===== config.mk =====
export PLATFORM = sky130hd
export DESIGN_NAME = ntc_temperature_to_seven_segment
export DESIGN_NICKNAME = d
export VERILOG_FILES = /design/src/rtl/ntc7s_pkg.sv /design/src/rtl/ntc_temperature_to_seven_segment.sv /design/src/rtl/ntc7s_front.sv /design/src/rtl/ntc7s_queue.sv /design/src/rtl/ntc7s_back.sv
export SDC_FILE = /design/constraint.sdc
export NUM_CORES = 1
export LEC_CHECK = 0
export BUFFER_PORTS_ARGS = -buffer_cell sky130_fd_sc_hd__buf_2
export CORE_MARGIN = 10
export CORE_UTILIZATION = 40
export DETAILED_ROUTE_END_ITERATION = 6
export GPL_TIMING_DRIVEN = 0
export PLACE_DENSITY_LB_ADDON = 0.05
export SLEW_MARGIN = 20
export SYNTH_ARGS = -nofsm -noshare
export SYNTH_HDL_FRONTEND = slang
export SYNTH_SLANG_ARGS = --single-unit

===== constraint.sdc =====
create_clock -name clk -period 6.8 [get_ports clk]
set_input_delay 0.34 -clock clk [delete_from_list [all_inputs] [get_ports clk]]
set_output_delay 0.34 -clock clk [all_outputs]
set_load 0.02 [all_outputs]

===== src/rtl/ntc7s_pkg.sv =====
package ntc7s_pkg;

    // Segment word: right digit in the low byte, left digit in the high byte
    localparam int WORD_BITS = 16;
    localparam int CNT_W     = $clog2(WORD_BITS);

    // Temperature 0..99 and the search over the 99 switching points
    localparam int TEMP_W    = 7;
    localparam int TAB_DEPTH = 1 << TEMP_W;
    localparam int TEMP_MAX  = 99;

    // Beta equation in hundredths of a kelvin, exponent in Q28
    localparam int QBITS     = 28;
    localparam int BETA_X100 = 395000;
    localparam int T0_X100   = 29815;
    localparam int TK_BASE   = 27265;

    localparam int QDEPTH    = 2;
    localparam int QPTR_W    = $clog2(QDEPTH);
    localparam int QCNT_W    = $clog2(QDEPTH + 1);

    typedef logic [WORD_BITS-1:0] word_t;
    typedef logic [TEMP_W-1:0]    temp_t;
    typedef logic [3:0]           digit_t;
    typedef logic [7:0]           seg_t;
    typedef logic [CNT_W-1:0]     bit_cnt_t;

    typedef struct packed {
        logic full;
        logic empty;
    } q_stat_t;

    // Left display position, active low
    function automatic seg_t seg_tens(input digit_t d);
        seg_t s;
        unique case (d)
            4'd0:    s = 8'h81;
            4'd1:    s = 8'hF9;
            4'd2:    s = 8'h43;
            4'd3:    s = 8'h61;
            4'd4:    s = 8'h39;
            4'd5:    s = 8'h25;
            4'd6:    s = 8'h05;
            4'd7:    s = 8'hF1;
            4'd8:    s = 8'h01;
            4'd9:    s = 8'h21;
            default: s = 8'hFF;
        endcase
        return s;
    endfunction

    // Right display position, wired with a different segment order
    function automatic seg_t seg_units(input digit_t d);
        seg_t s;
        unique case (d)
            4'd0:    s = 8'h18;
            4'd1:    s = 8'hF9;
            4'd2:    s = 8'h2C;
            4'd3:    s = 8'h68;
            4'd4:    s = 8'hC9;
            4'd5:    s = 8'h4A;
            4'd6:    s = 8'h0A;
            4'd7:    s = 8'hF8;
            4'd8:    s = 8'h08;
            4'd9:    s = 8'h48;
            default: s = 8'hFF;
        endcase
        return s;
    endfunction

endpackage


===== src/rtl/ntc_temperature_to_seven_segment.sv =====
// Turns one ADC code from an NTC divider into the 16-bit word for a two-digit
// active-low seven-segment display (0..99 C, Beta 3950, saturating at both ends)
// and shifts it out one bit per transfer, least significant bit first, with
// latch_after set on the sixteenth bit. A code passes a seven-stage search over
// the per-degree switching points; its word is written into the output queue
// from the last stage register and then loaded into the shift register before
// its first bit goes out. The serial output stage sets the sustained rate:
// sixteen result bits per code, back to back while out_ready is high. Codes are
// taken every cycle while the two-word queue and the search pipe still have room.
module ntc_temperature_to_seven_segment
    import ntc7s_pkg::*;
#(
    parameter int ADC_BITS = 10
)
(
    input  logic                clk,
    input  logic                rst_n,
    input  logic                in_valid,
    output logic                in_ready,
    input  logic [ADC_BITS-1:0] adc_code,
    output logic                out_valid,
    input  logic                out_ready,
    output logic                serial_bit,
    output logic                latch_after
);

    logic    q_push;
    word_t   q_push_word;
    logic    q_pop;
    word_t   q_pop_word;
    q_stat_t q_stat;

    ntc7s_front #(
        .ADC_BITS (ADC_BITS)
    ) u_front (
        .clk       (clk),
        .rst_n     (rst_n),
        .in_valid  (in_valid),
        .in_ready  (in_ready),
        .adc_code  (adc_code),
        .push      (q_push),
        .push_word (q_push_word),
        .stat      (q_stat)
    );

    ntc7s_queue u_queue (
        .clk       (clk),
        .rst_n     (rst_n),
        .push      (q_push),
        .push_word (q_push_word),
        .pop       (q_pop),
        .pop_word  (q_pop_word),
        .stat      (q_stat)
    );

    ntc7s_back u_back (
        .clk         (clk),
        .rst_n       (rst_n),
        .stat        (q_stat),
        .pop_word    (q_pop_word),
        .pop         (q_pop),
        .out_valid   (out_valid),
        .out_ready   (out_ready),
        .serial_bit  (serial_bit),
        .latch_after (latch_after)
    );

    a_no_overflow: assert property (@(posedge clk) disable iff (!rst_n)
        q_push |-> !q_stat.full)
        else $error("word pushed into a full queue");

    a_no_underflow: assert property (@(posedge clk) disable iff (!rst_n)
        q_pop |-> !q_stat.empty)
        else $error("word popped from an empty queue");

    a_latch_once: assert property (@(posedge clk) disable iff (!rst_n)
        out_valid && out_ready && latch_after |=> !latch_after)
        else $error("latch marker on two bits in a row");

endmodule


===== src/rtl/ntc7s_front.sv =====
module ntc7s_front
    import ntc7s_pkg::*;
#(
    parameter int ADC_BITS = 10
)
(
    input  logic                clk,
    input  logic                rst_n,
    input  logic                in_valid,
    output logic                in_ready,
    input  logic [ADC_BITS-1:0] adc_code,
    output logic                push,
    output word_t               push_word,
    input  q_stat_t             stat
);

    localparam int THR_W = ADC_BITS + 1;
    localparam logic [63:0] Q     = 64'd1 << QBITS;
    localparam logic [63:0] T0    = 64'(T0_X100);
    localparam logic [63:0] FULLS = 64'd1 << ADC_BITS;

    // Lowest code at which each whole degree is reached; unused slots never match
    logic [THR_W-1:0] thr_tab [TAB_DEPTH];

    for (genvar k = 0; k < TAB_DEPTH; k++) begin : g_thr
        if (k >= 1 && k <= TEMP_MAX) begin : g_live
            localparam logic [63:0] TK   = 64'(TK_BASE) + 64'(100 * k);
            localparam bit          WARM = TK > T0;
            localparam logic [63:0] DK   = WARM ? TK - T0 : T0 - TK;
            localparam logic [63:0] DEN  = TK * T0;
            localparam logic [63:0] YM   = ((64'(BETA_X100) * DK) << QBITS) / DEN;
            localparam logic [63:0] X    = YM >> 3;
            localparam logic [63:0] TM1  = ((Q    * X) >> QBITS) / 64'd1;
            localparam logic [63:0] TM2  = ((TM1  * X) >> QBITS) / 64'd2;
            localparam logic [63:0] TM3  = ((TM2  * X) >> QBITS) / 64'd3;
            localparam logic [63:0] TM4  = ((TM3  * X) >> QBITS) / 64'd4;
            localparam logic [63:0] TM5  = ((TM4  * X) >> QBITS) / 64'd5;
            localparam logic [63:0] TM6  = ((TM5  * X) >> QBITS) / 64'd6;
            localparam logic [63:0] TM7  = ((TM6  * X) >> QBITS) / 64'd7;
            localparam logic [63:0] TM8  = ((TM7  * X) >> QBITS) / 64'd8;
            localparam logic [63:0] TM9  = ((TM8  * X) >> QBITS) / 64'd9;
            localparam logic [63:0] TM10 = ((TM9  * X) >> QBITS) / 64'd10;
            localparam logic [63:0] TM11 = ((TM10 * X) >> QBITS) / 64'd11;
            localparam logic [63:0] TM12 = ((TM11 * X) >> QBITS) / 64'd12;
            localparam logic [63:0] TM13 = ((TM12 * X) >> QBITS) / 64'd13;
            localparam logic [63:0] TM14 = ((TM13 * X) >> QBITS) / 64'd14;
            localparam logic [63:0] S0   = Q + TM1 + TM2 + TM3 + TM4 + TM5 + TM6 + TM7
                                         + TM8 + TM9 + TM10 + TM11 + TM12 + TM13 + TM14;
            localparam logic [63:0] S1   = (S0 * S0) >> QBITS;
            localparam logic [63:0] S2   = (S1 * S1) >> QBITS;
            localparam logic [63:0] E    = (S2 * S2) >> QBITS;
            localparam logic [63:0] NUM  = WARM ? (E << ADC_BITS) : (Q << ADC_BITS);
            localparam logic [63:0] DV   = E + Q;
            localparam logic [63:0] THR  = (NUM + DV - 64'd1) / DV;
            assign thr_tab[k] = THR[THR_W-1:0];
        end
        else begin : g_pad
            assign thr_tab[k] = FULLS[THR_W-1:0];
        end
    end

    logic                code_reg [TEMP_W-1][ADC_BITS];
    temp_t               t_reg    [TEMP_W];
    logic [TEMP_W-1:0]   v_reg;
    logic                adv;

    // The search pipe moves as one; it only stops when a finished word cannot enter the queue
    assign adv       = !v_reg[TEMP_W-1] || !stat.full;
    assign in_ready  = adv;
    assign push      = v_reg[TEMP_W-1] && !stat.full;

    // One stage per temperature bit, most significant first
    for (genvar j = 0; j < TEMP_W; j++) begin : g_stage
        localparam int BITPOS = TEMP_W - 1 - j;
        logic [ADC_BITS-1:0] code_in;
        temp_t               t_in;
        logic                v_in;
        temp_t               cand;
        logic                take;

        if (j == 0) begin : g_head
            assign code_in = adc_code;
            assign t_in    = '0;
            assign v_in    = in_valid;
        end
        else begin : g_body
            for (genvar b = 0; b < ADC_BITS; b++) begin : g_cb
                assign code_in[b] = code_reg[j-1][b];
            end
            assign t_in = t_reg[j-1];
            assign v_in = v_reg[j-1];
        end

        assign cand = t_in | (temp_t'(1) << BITPOS);
        assign take = thr_tab[cand] <= {1'b0, code_in};

        always_ff @(posedge clk or negedge rst_n)
        begin
            if (!rst_n)
            begin
                v_reg[j] <= 1'b0;
            end
            else if (adv)
            begin
                v_reg[j] <= v_in;
            end
        end

        always_ff @(posedge clk)
        begin
            if (adv)
            begin
                t_reg[j] <= take ? cand : t_in;
            end
        end

        if (j < TEMP_W - 1) begin : g_hold
            for (genvar b = 0; b < ADC_BITS; b++) begin : g_hb
                always_ff @(posedge clk)
                begin
                    if (adv)
                    begin
                        code_reg[j][b] <= code_in[b];
                    end
                end
            end
        end
    end

    // Split into digits: tens by reciprocal multiply, exact for 0..99
    logic [13:0] prod;
    digit_t      tens;
    temp_t       tens10;
    digit_t      units;

    always_comb
    begin
        prod      = {7'd0, t_reg[TEMP_W-1]} * 14'd103;
        tens      = prod[13:10];
        tens10    = temp_t'({tens, 3'b000}) + temp_t'({tens, 1'b0});
        units     = digit_t'(t_reg[TEMP_W-1] - tens10);
        push_word = {seg_tens(tens), seg_units(units)};
    end

endmodule


===== src/rtl/ntc7s_queue.sv =====
module ntc7s_queue
    import ntc7s_pkg::*;
(
    input  logic    clk,
    input  logic    rst_n,
    input  logic    push,
    input  word_t   push_word,
    input  logic    pop,
    output word_t   pop_word,
    output q_stat_t stat
);

    word_t              fifo_reg [QDEPTH];
    logic [QPTR_W-1:0]  wr_ptr_reg;
    logic [QPTR_W-1:0]  rd_ptr_reg;
    logic [QCNT_W-1:0]  cnt_reg;

    assign stat.full  = cnt_reg == QCNT_W'(QDEPTH);
    assign stat.empty = cnt_reg == '0;
    assign pop_word   = fifo_reg[rd_ptr_reg];

    always_ff @(posedge clk or negedge rst_n)
    begin
        if (!rst_n)
        begin
            wr_ptr_reg <= '0;
            rd_ptr_reg <= '0;
            cnt_reg    <= '0;
        end
        else
        begin
            if (push)
            begin
                wr_ptr_reg <= QPTR_W'(wr_ptr_reg + 1'b1);
            end
            if (pop)
            begin
                rd_ptr_reg <= QPTR_W'(rd_ptr_reg + 1'b1);
            end
            if (push && !pop)
            begin
                cnt_reg <= QCNT_W'(cnt_reg + 1'b1);
            end
            else if (pop && !push)
            begin
                cnt_reg <= QCNT_W'(cnt_reg - 1'b1);
            end
        end
    end

    always_ff @(posedge clk)
    begin
        if (push)
        begin
            fifo_reg[wr_ptr_reg] <= push_word;
        end
    end

endmodule


===== src/rtl/ntc7s_back.sv =====
module ntc7s_back
    import ntc7s_pkg::*;
(
    input  logic    clk,
    input  logic    rst_n,
    input  q_stat_t stat,
    input  word_t   pop_word,
    output logic    pop,
    output logic    out_valid,
    input  logic    out_ready,
    output logic    serial_bit,
    output logic    latch_after
);

    word_t    word_reg;
    bit_cnt_t cnt_reg;
    logic     busy_reg;
    logic     last;
    logic     xfer;

    assign last        = cnt_reg == bit_cnt_t'(WORD_BITS - 1);
    assign xfer        = busy_reg && out_ready;
    assign out_valid   = busy_reg;
    assign serial_bit  = word_reg[0];
    assign latch_after = last;

    // Take the next word as soon as the current one has gone out
    assign pop = !stat.empty && (!busy_reg || (xfer && last));

    always_ff @(posedge clk or negedge rst_n)
    begin
        if (!rst_n)
        begin
            busy_reg <= 1'b0;
            cnt_reg  <= '0;
        end
        else
        begin
            if (pop)
            begin
                busy_reg <= 1'b1;
            end
            else if (xfer && last)
            begin
                busy_reg <= 1'b0;
            end
            if (xfer)
            begin
                cnt_reg <= bit_cnt_t'(cnt_reg + 1'b1);
            end
        end
    end

    always_ff @(posedge clk)
    begin
        if (pop)
        begin
            word_reg <= pop_word;
        end
        else if (xfer)
        begin
            word_reg <= word_reg >> 1;
        end
    end

endmodule


==> flow_metrics.tcl, run 1 <==
set metrics [dict create \
    status "complete, no violations" \
    synthFlopType "edfxtp_1" \
    routabilityCongestion 0.885 \
    rsz0062_at_grt "false" \
    vias_per_cell 5.10 \
    slowest_delay_ns 0.54 \
    path_cells "ha_1 > fa_1 > inv_1 > fa_1 > ha_1 > ha_1 > a21o_1 > a21oi_4 > o221ai_1 > a21oi_1 > xnor2_1 > ha_1 > and2_1 > o21ai_0 > o32a_4 > xnor2_4 > mux2_4 > a2bb2oi_1" \
    r2r_end "u_queue.fifo_reg[0][5]" \
    grt_max_degree 20 \
    core-area_sq_mm 0.0237 \
    synthAdderAreaFrac_pct 19.6 \
    cp_max_fo 10 \
    cp-endpoint "u_queue.fifo_reg[0][5]" \
    yosys.area_share.simple_pct 10.3 \
    syn_to_final_growth_pct 12.5 \
    num_io_pins 18 \
    nNetsFinal 1103 \
    regArea_sq_mm 0.00436 \
    antenna_found_initial 0 \
    h-tree-depth 4 \
    cp.depth 18 \
    finalWorstSetupSlack_ns 1.03 \
    worstMarginPinSlew_ns 0.827 \
    drv_cap 0 \
    end_kind "flip-flop" \
    setup_violations 0 \
    r2r_cells 18 \
    fin_tns_setup_ns 0 \
    vias 6504 \
    worstSetupStartpointType "flip-flop" \
    synthCells 899 \
    cp.arrival_ns 6.01 \
    path_buf_inv 1 \
    cts_made_buffers 17 \
    seq_area_frac_synth_pct 45.0 \
    initial_core_util_pct 41.0 \
    dp_slack_ns 0.984 \
    die_y_um 176 \
    port_buffers 17 \
    fmax_mhz 173 \
    largest_reg_flops 60 \
    cts_tree "yes" \
    grt_use_total_pct 12.9 \
    yosysWarnings 0 \
    dp_hpwl_um 15000 \
    drive_gt1_share_pct 9.00 \
    synth_compound_gate_area_share_pct 13.0 \
    yosysTopAreaCellShare_pct 40.9 \
    worstReg2RegStart "u_front.t_reg[6][6]" \
    async_flop_share_pct 10.8 \
    clock_path_buffers 2 \
    synth_mux_area_share_pct 4.22 \
    cp_slowest_cell "fa_1" \
    ys_types 64 \
    synth_edf_count 132 \
    clk_pin_slew_ns 0.07 \
    cp_data_required_time_ns 7.04 \
    drt-total-wl_um 19300 \
    antenna_left 0 \
    grt_pass1_vias 6421 \
    multi_input_area_sq_mm 0.00484 \
    rows 56 \
    gr-total-overflow 0 \
    cp_top_family "adder cells" \
    post-route-min-period_ns 5.77 \
    clock_skew_ns 0.0171 \
    fillers 2314 \
    ff2ff_setup_slack_ns 1.03 \
    clkSinkCount 148 \
    clk_latency_ns 0.43 \
    die_area_sq_mm 0.0309 \
    path_class "reg2reg" \
    synth_top_family_by_area "adder cells" \
    synth.net_count 1059 \
    drc 0 \
    hold_class "in2reg" \
    avgSynthCellArea_sq_um 10.8 \
    ys_ff_latch 148 \
    drt-initial-drc-count 426 \
    maxSlewHeadroom_pct 44.8 \
    cts_setup_buffers 0 \
    cp_common_cell "ha_1" \
    diodes 0 \
    synth_xor_area_share_pct 2.72 \
    root_buffer "clkbuf_16" \
    wl_per_cell_um 15.1 \
    firstDrtPassIters 5 \
    synth_top_cells_by_area "edfxtp_1 41%, ha_1 18%, dfrtp_1 4.1%" \
    slew_violations 0 \
    die_w_um 176 \
    synth_top_area_cell "edfxtp_1" \
    synth_area_sq_mm 0.00970 \
    finalCritPeriodShare_pct 84.8 \
    grt_pass1_wl_um 32400 \
    cp-startpoint "u_front.t_reg[6][6]" \
    hold_viol 0 \
]
-- metrics by stage --
stage	cell area [sq um]	util (%)	std cells	hold slack (ns)
floorplan	9700	-	899	0.0444
global placement	10200	43.0	1235	0.276
detailed placement	10300	43.4	1242	0.277
CTS	10900	46.1	1275	0.0654
global route	10900	46.1	1275	0.0729
finish	10900	46.1	1275	0.0870
-- cell type report --
type	instances	area share [%]
Clock buffer	17	3.90
Timing Repair Buffer	25	1.70
Multi-Input combinational cell	617	44.3
Sequential cell	148	40.0
Inverter	103	3.54
Tap cell	319	3.65
Buffer	31	1.07
Clock inverter	15	1.84
-- worst min path at each step --
| stage | slack (ns) | from | to | cells past startpoint |
|---|---|---|---|---|
| after floorplan | 0.04 | rst_n | u_back.cnt_reg[0] | 0 |
| after global placement | 0.28 | rst_n | u_back.out_valid | 1 |
| after detailed placement | 0.28 | rst_n | u_back.out_valid | 1 |
| after CTS | 0.07 | adc_code[3] | u_front.code_reg[0][6] | 1 |
| after global routing | 0.07 | adc_code[2] | u_front.code_reg[0][7] | 1 |
| final | 0.09 | adc_code[0] | u_front.code_reg[0][9] | 1 |
-- cells in the final DEF, fill, tap and decap left out, types with 18 or more instances in the layout --
master	count
edfxtp_1	132
inv_1	101
clkbuf_1	29
ha_1	136
nor2_1	58
a21oi_1	70
mux2i_1	27
nand3_1	18
nand2_1	55
o21ai_0	46
-- per-layer routing --
metal  wire [um]  vias to the layer above  GRT usage (%)  share of wire, %
met5           0                        -              0                 0
met4         272                        0           4.49               1.4
met3         375                       17           1.93               1.9
met2        9330                       75           21.1                48
met1        9310                     3095           17.0                48
li1            -                     3317              -                 -
-- cell usage after synthesis (3+ instances only) --
cell type    n
ha_1       136
edfxtp_1   132
inv_1      101
a21oi_1     71
nor2_1      59
nand2_1     55
o21ai_0     46
clkbuf_1    29
mux2i_1     27
nand3_1     18
a211oi_1    17
nand2b_1    17
nor2b_1     17
o21a_1      17
dfrtp_1     16
nor3_1      13
xnor2_1     11
xor2_1      11
a21o_1      10
fa_1        10
mux2_2       9
nand4_1      9
a31oi_1      6
a2bb2oi_1    5
o211ai_1     5
or2_2        4
and3_1       3
o221ai_1     3
or3_1        3
-- timing repair --
item / in CTS / in global routing
hold buffers: 1 / 0
hold endpoints to repair: 16 / 0
resized for setup: 0 / 0
setup endpoints to repair: 0 / 0
-- kinds of logic after synthesis --
family,count (synthesis)
buf+inv,134
simple gates,209
compound gates,199
mux,38
flops,148
xor+xnor,25
fa+ha+maj,146
Power of run 1 is left out: the tool's default activity adds up to more than one toggle a clock period on the data nets, which glitch-free logic cannot reach.
==> inputs of run 2 (changes only) <==
==> constraint.sdc (replaced) <==
create_clock -name clk -period 5.4 [get_ports clk]
set_input_delay 0.27 -clock clk [delete_from_list [all_inputs] [get_ports clk]]
set_output_delay 0.27 -clock clk [all_outputs]
set_load 0.02 [all_outputs]
==> flow_metrics.tcl, run 2 (synthesis results as in run 1) <==
set metrics [dict create \
    grt_pass1_vias 6486 \
    clk_pin_slew_ns 0.07 \
    firstDrtPassIters 5 \
    cp_data_required_time_ns 5.57 \
    die_w_um 176 \
    routabilityCongestion 0.885 \
    cp-startpoint "u_front.t_reg[6][1]" \
    hold_depth 1 \
    setup_violations 0 \
    initial_core_util_pct 41.0 \
    post-route-min-period_ns 5.21 \
    fmax_mhz 192 \
    nNetsFinal 1123 \
    drt-initial-drc-count 404 \
    grt_use_total_pct 13.0 \
    r2r_cells 20 \
    hold_class "in2reg" \
    drc 0 \
    clkSinkCount 148 \
    h-tree-depth 4 \
    syn_to_final_growth_pct 15.4 \
    dp_hpwl_um 15000 \
    diodes 0 \
    layout_commonest_cell "edfxtp_1" \
    worstMarginPinSlew_ns 0.819 \
    vias_per_cell 5.08 \
    clock_skew_ns 0.0171 \
    gr-total-overflow 0 \
    path_class "reg2reg" \
    final_cell_mix "132 x edfxtp_1, 129 x ha_1, 100 x inv_1" \
    multi_input_area_sq_mm 0.00496 \
    cp.arrival_ns 5.38 \
    drt-total-wl_um 19600 \
    finalCritPeriodShare_pct 96.6 \
    rows 56 \
    fillers 2286 \
    grt_pass1_wl_um 32700 \
    maxSlewHeadroom_pct 45.4 \
    cts_tree "yes" \
    port_buffers 17 \
    antenna_found_initial 0 \
    clock_path_buffers 2 \
    wl_per_cell_um 15.1 \
    drv_cap 0 \
    die_area_sq_mm 0.0309 \
    vias 6575 \
    antenna_left 0 \
    cp_max_fo 7 \
    hold_viol 0 \
    cts_made_buffers 17 \
    grt_max_degree 20 \
    core-area_sq_mm 0.0237 \
    status "complete, no violations" \
    die_y_um 176 \
    regArea_sq_mm 0.00436 \
    root_buffer "clkbuf_16" \
    clk_latency_ns 0.43 \
    hp-start "adc_code[1]" \
    worstReg2RegStart "u_front.t_reg[6][1]" \
    stdcell_count 1295 \
    num_io_pins 18 \
    slew_violations 0 \
    worstSetupStartpointType "flip-flop" \
    dp.cells 1242 \
    drive_gt1_share_pct 11.8 \
    end_kind "flip-flop" \
    largest_reg_flops 60 \
]
run 2: cell count changes in the layout (fill, tap and decap cells not counted), moves of 2 or more:
cell           before  now
buf_6               4    6
dlygate4sd3_1       1    4
ha_1              136  129
ha_4                0    7
buf_4               0   15
run 2: path summary, 6_finish.rpt:
kind	to	slack (ns)
worst max-delay path	u_queue.fifo_reg[0][2]	0.19
worst min-delay path	u_front.code_reg[0][8]	0.02
worst max register to register	u_queue.fifo_reg[0][2]	0.19
worst min register to register	u_front.code_reg[3][2]	0.45
max in group asynchronous	u_queue.rd_ptr_reg	4.85
min in group asynchronous	u_back.cnt_reg[0]	0.28
run 2: critical path, cell delays in order, from the launching register on:
cell and delay, ns:
edfxtp_1 0.54, ha_4 0.34, inv_1 0.05, fa_1 0.47, inv_1 0.04, fa_1 0.48, ha_4 0.30, ha_4 0.20
a21o_1 0.20, a21oi_4 0.13, o221ai_2 0.14, a21oi_2 0.22, xnor2_2 0.10, ha_1 0.33, nand2_1 0.08, and3_4 0.19
o32a_4 0.40, xnor2_4 0.29, buf_6 0.16, a21oi_1 0.04, a31o_2 0.27
run 2: metal layers:
layer | global-route usage, % | share of wire (%)
met1 | 17.0 | 47
met2 | 21.4 | 49
met3 | 1.95 | 2.3
met4 | 4.49 | 1.3
met5 | 0 | 0
run 2: area by class of cell:
class	count	share of cell area, %
Multi-Input combinational cell	617	44.3
Sequential cell	148	39.0
Clock buffer	17	3.80
Tap cell	319	3.56
Inverter	103	3.45
Timing Repair Buffer	45	3.13
Clock inverter	15	1.80
Buffer	31	1.04
run 2: metrics by stage:
step                utilization, %  setup WS [ns]  setup TNS, ns  area, sq um  hold slack (ns)
global route                  47.3       -0.00707        -0.0136        11200          0.00298
global placement              43.0         -0.399          -4.19        10200            0.206
finish                        47.3          0.186              0        11200           0.0195
CTS                           46.7        0.00363              0        11100         0.000524
floorplan                        -          0.169              0         9700          -0.0256
detailed placement            43.4         -0.416          -4.44        10300            0.207
run 2: repair_timing:
action,4_1_cts,5_1_grt
setup endpoints to repair,14,14
hold endpoints to repair,19,0
hold buffers,4,0
pin swaps,5,15
resized for setup,5,11
setup buffers,10,7
Power of run 2 is left out for the same reason.
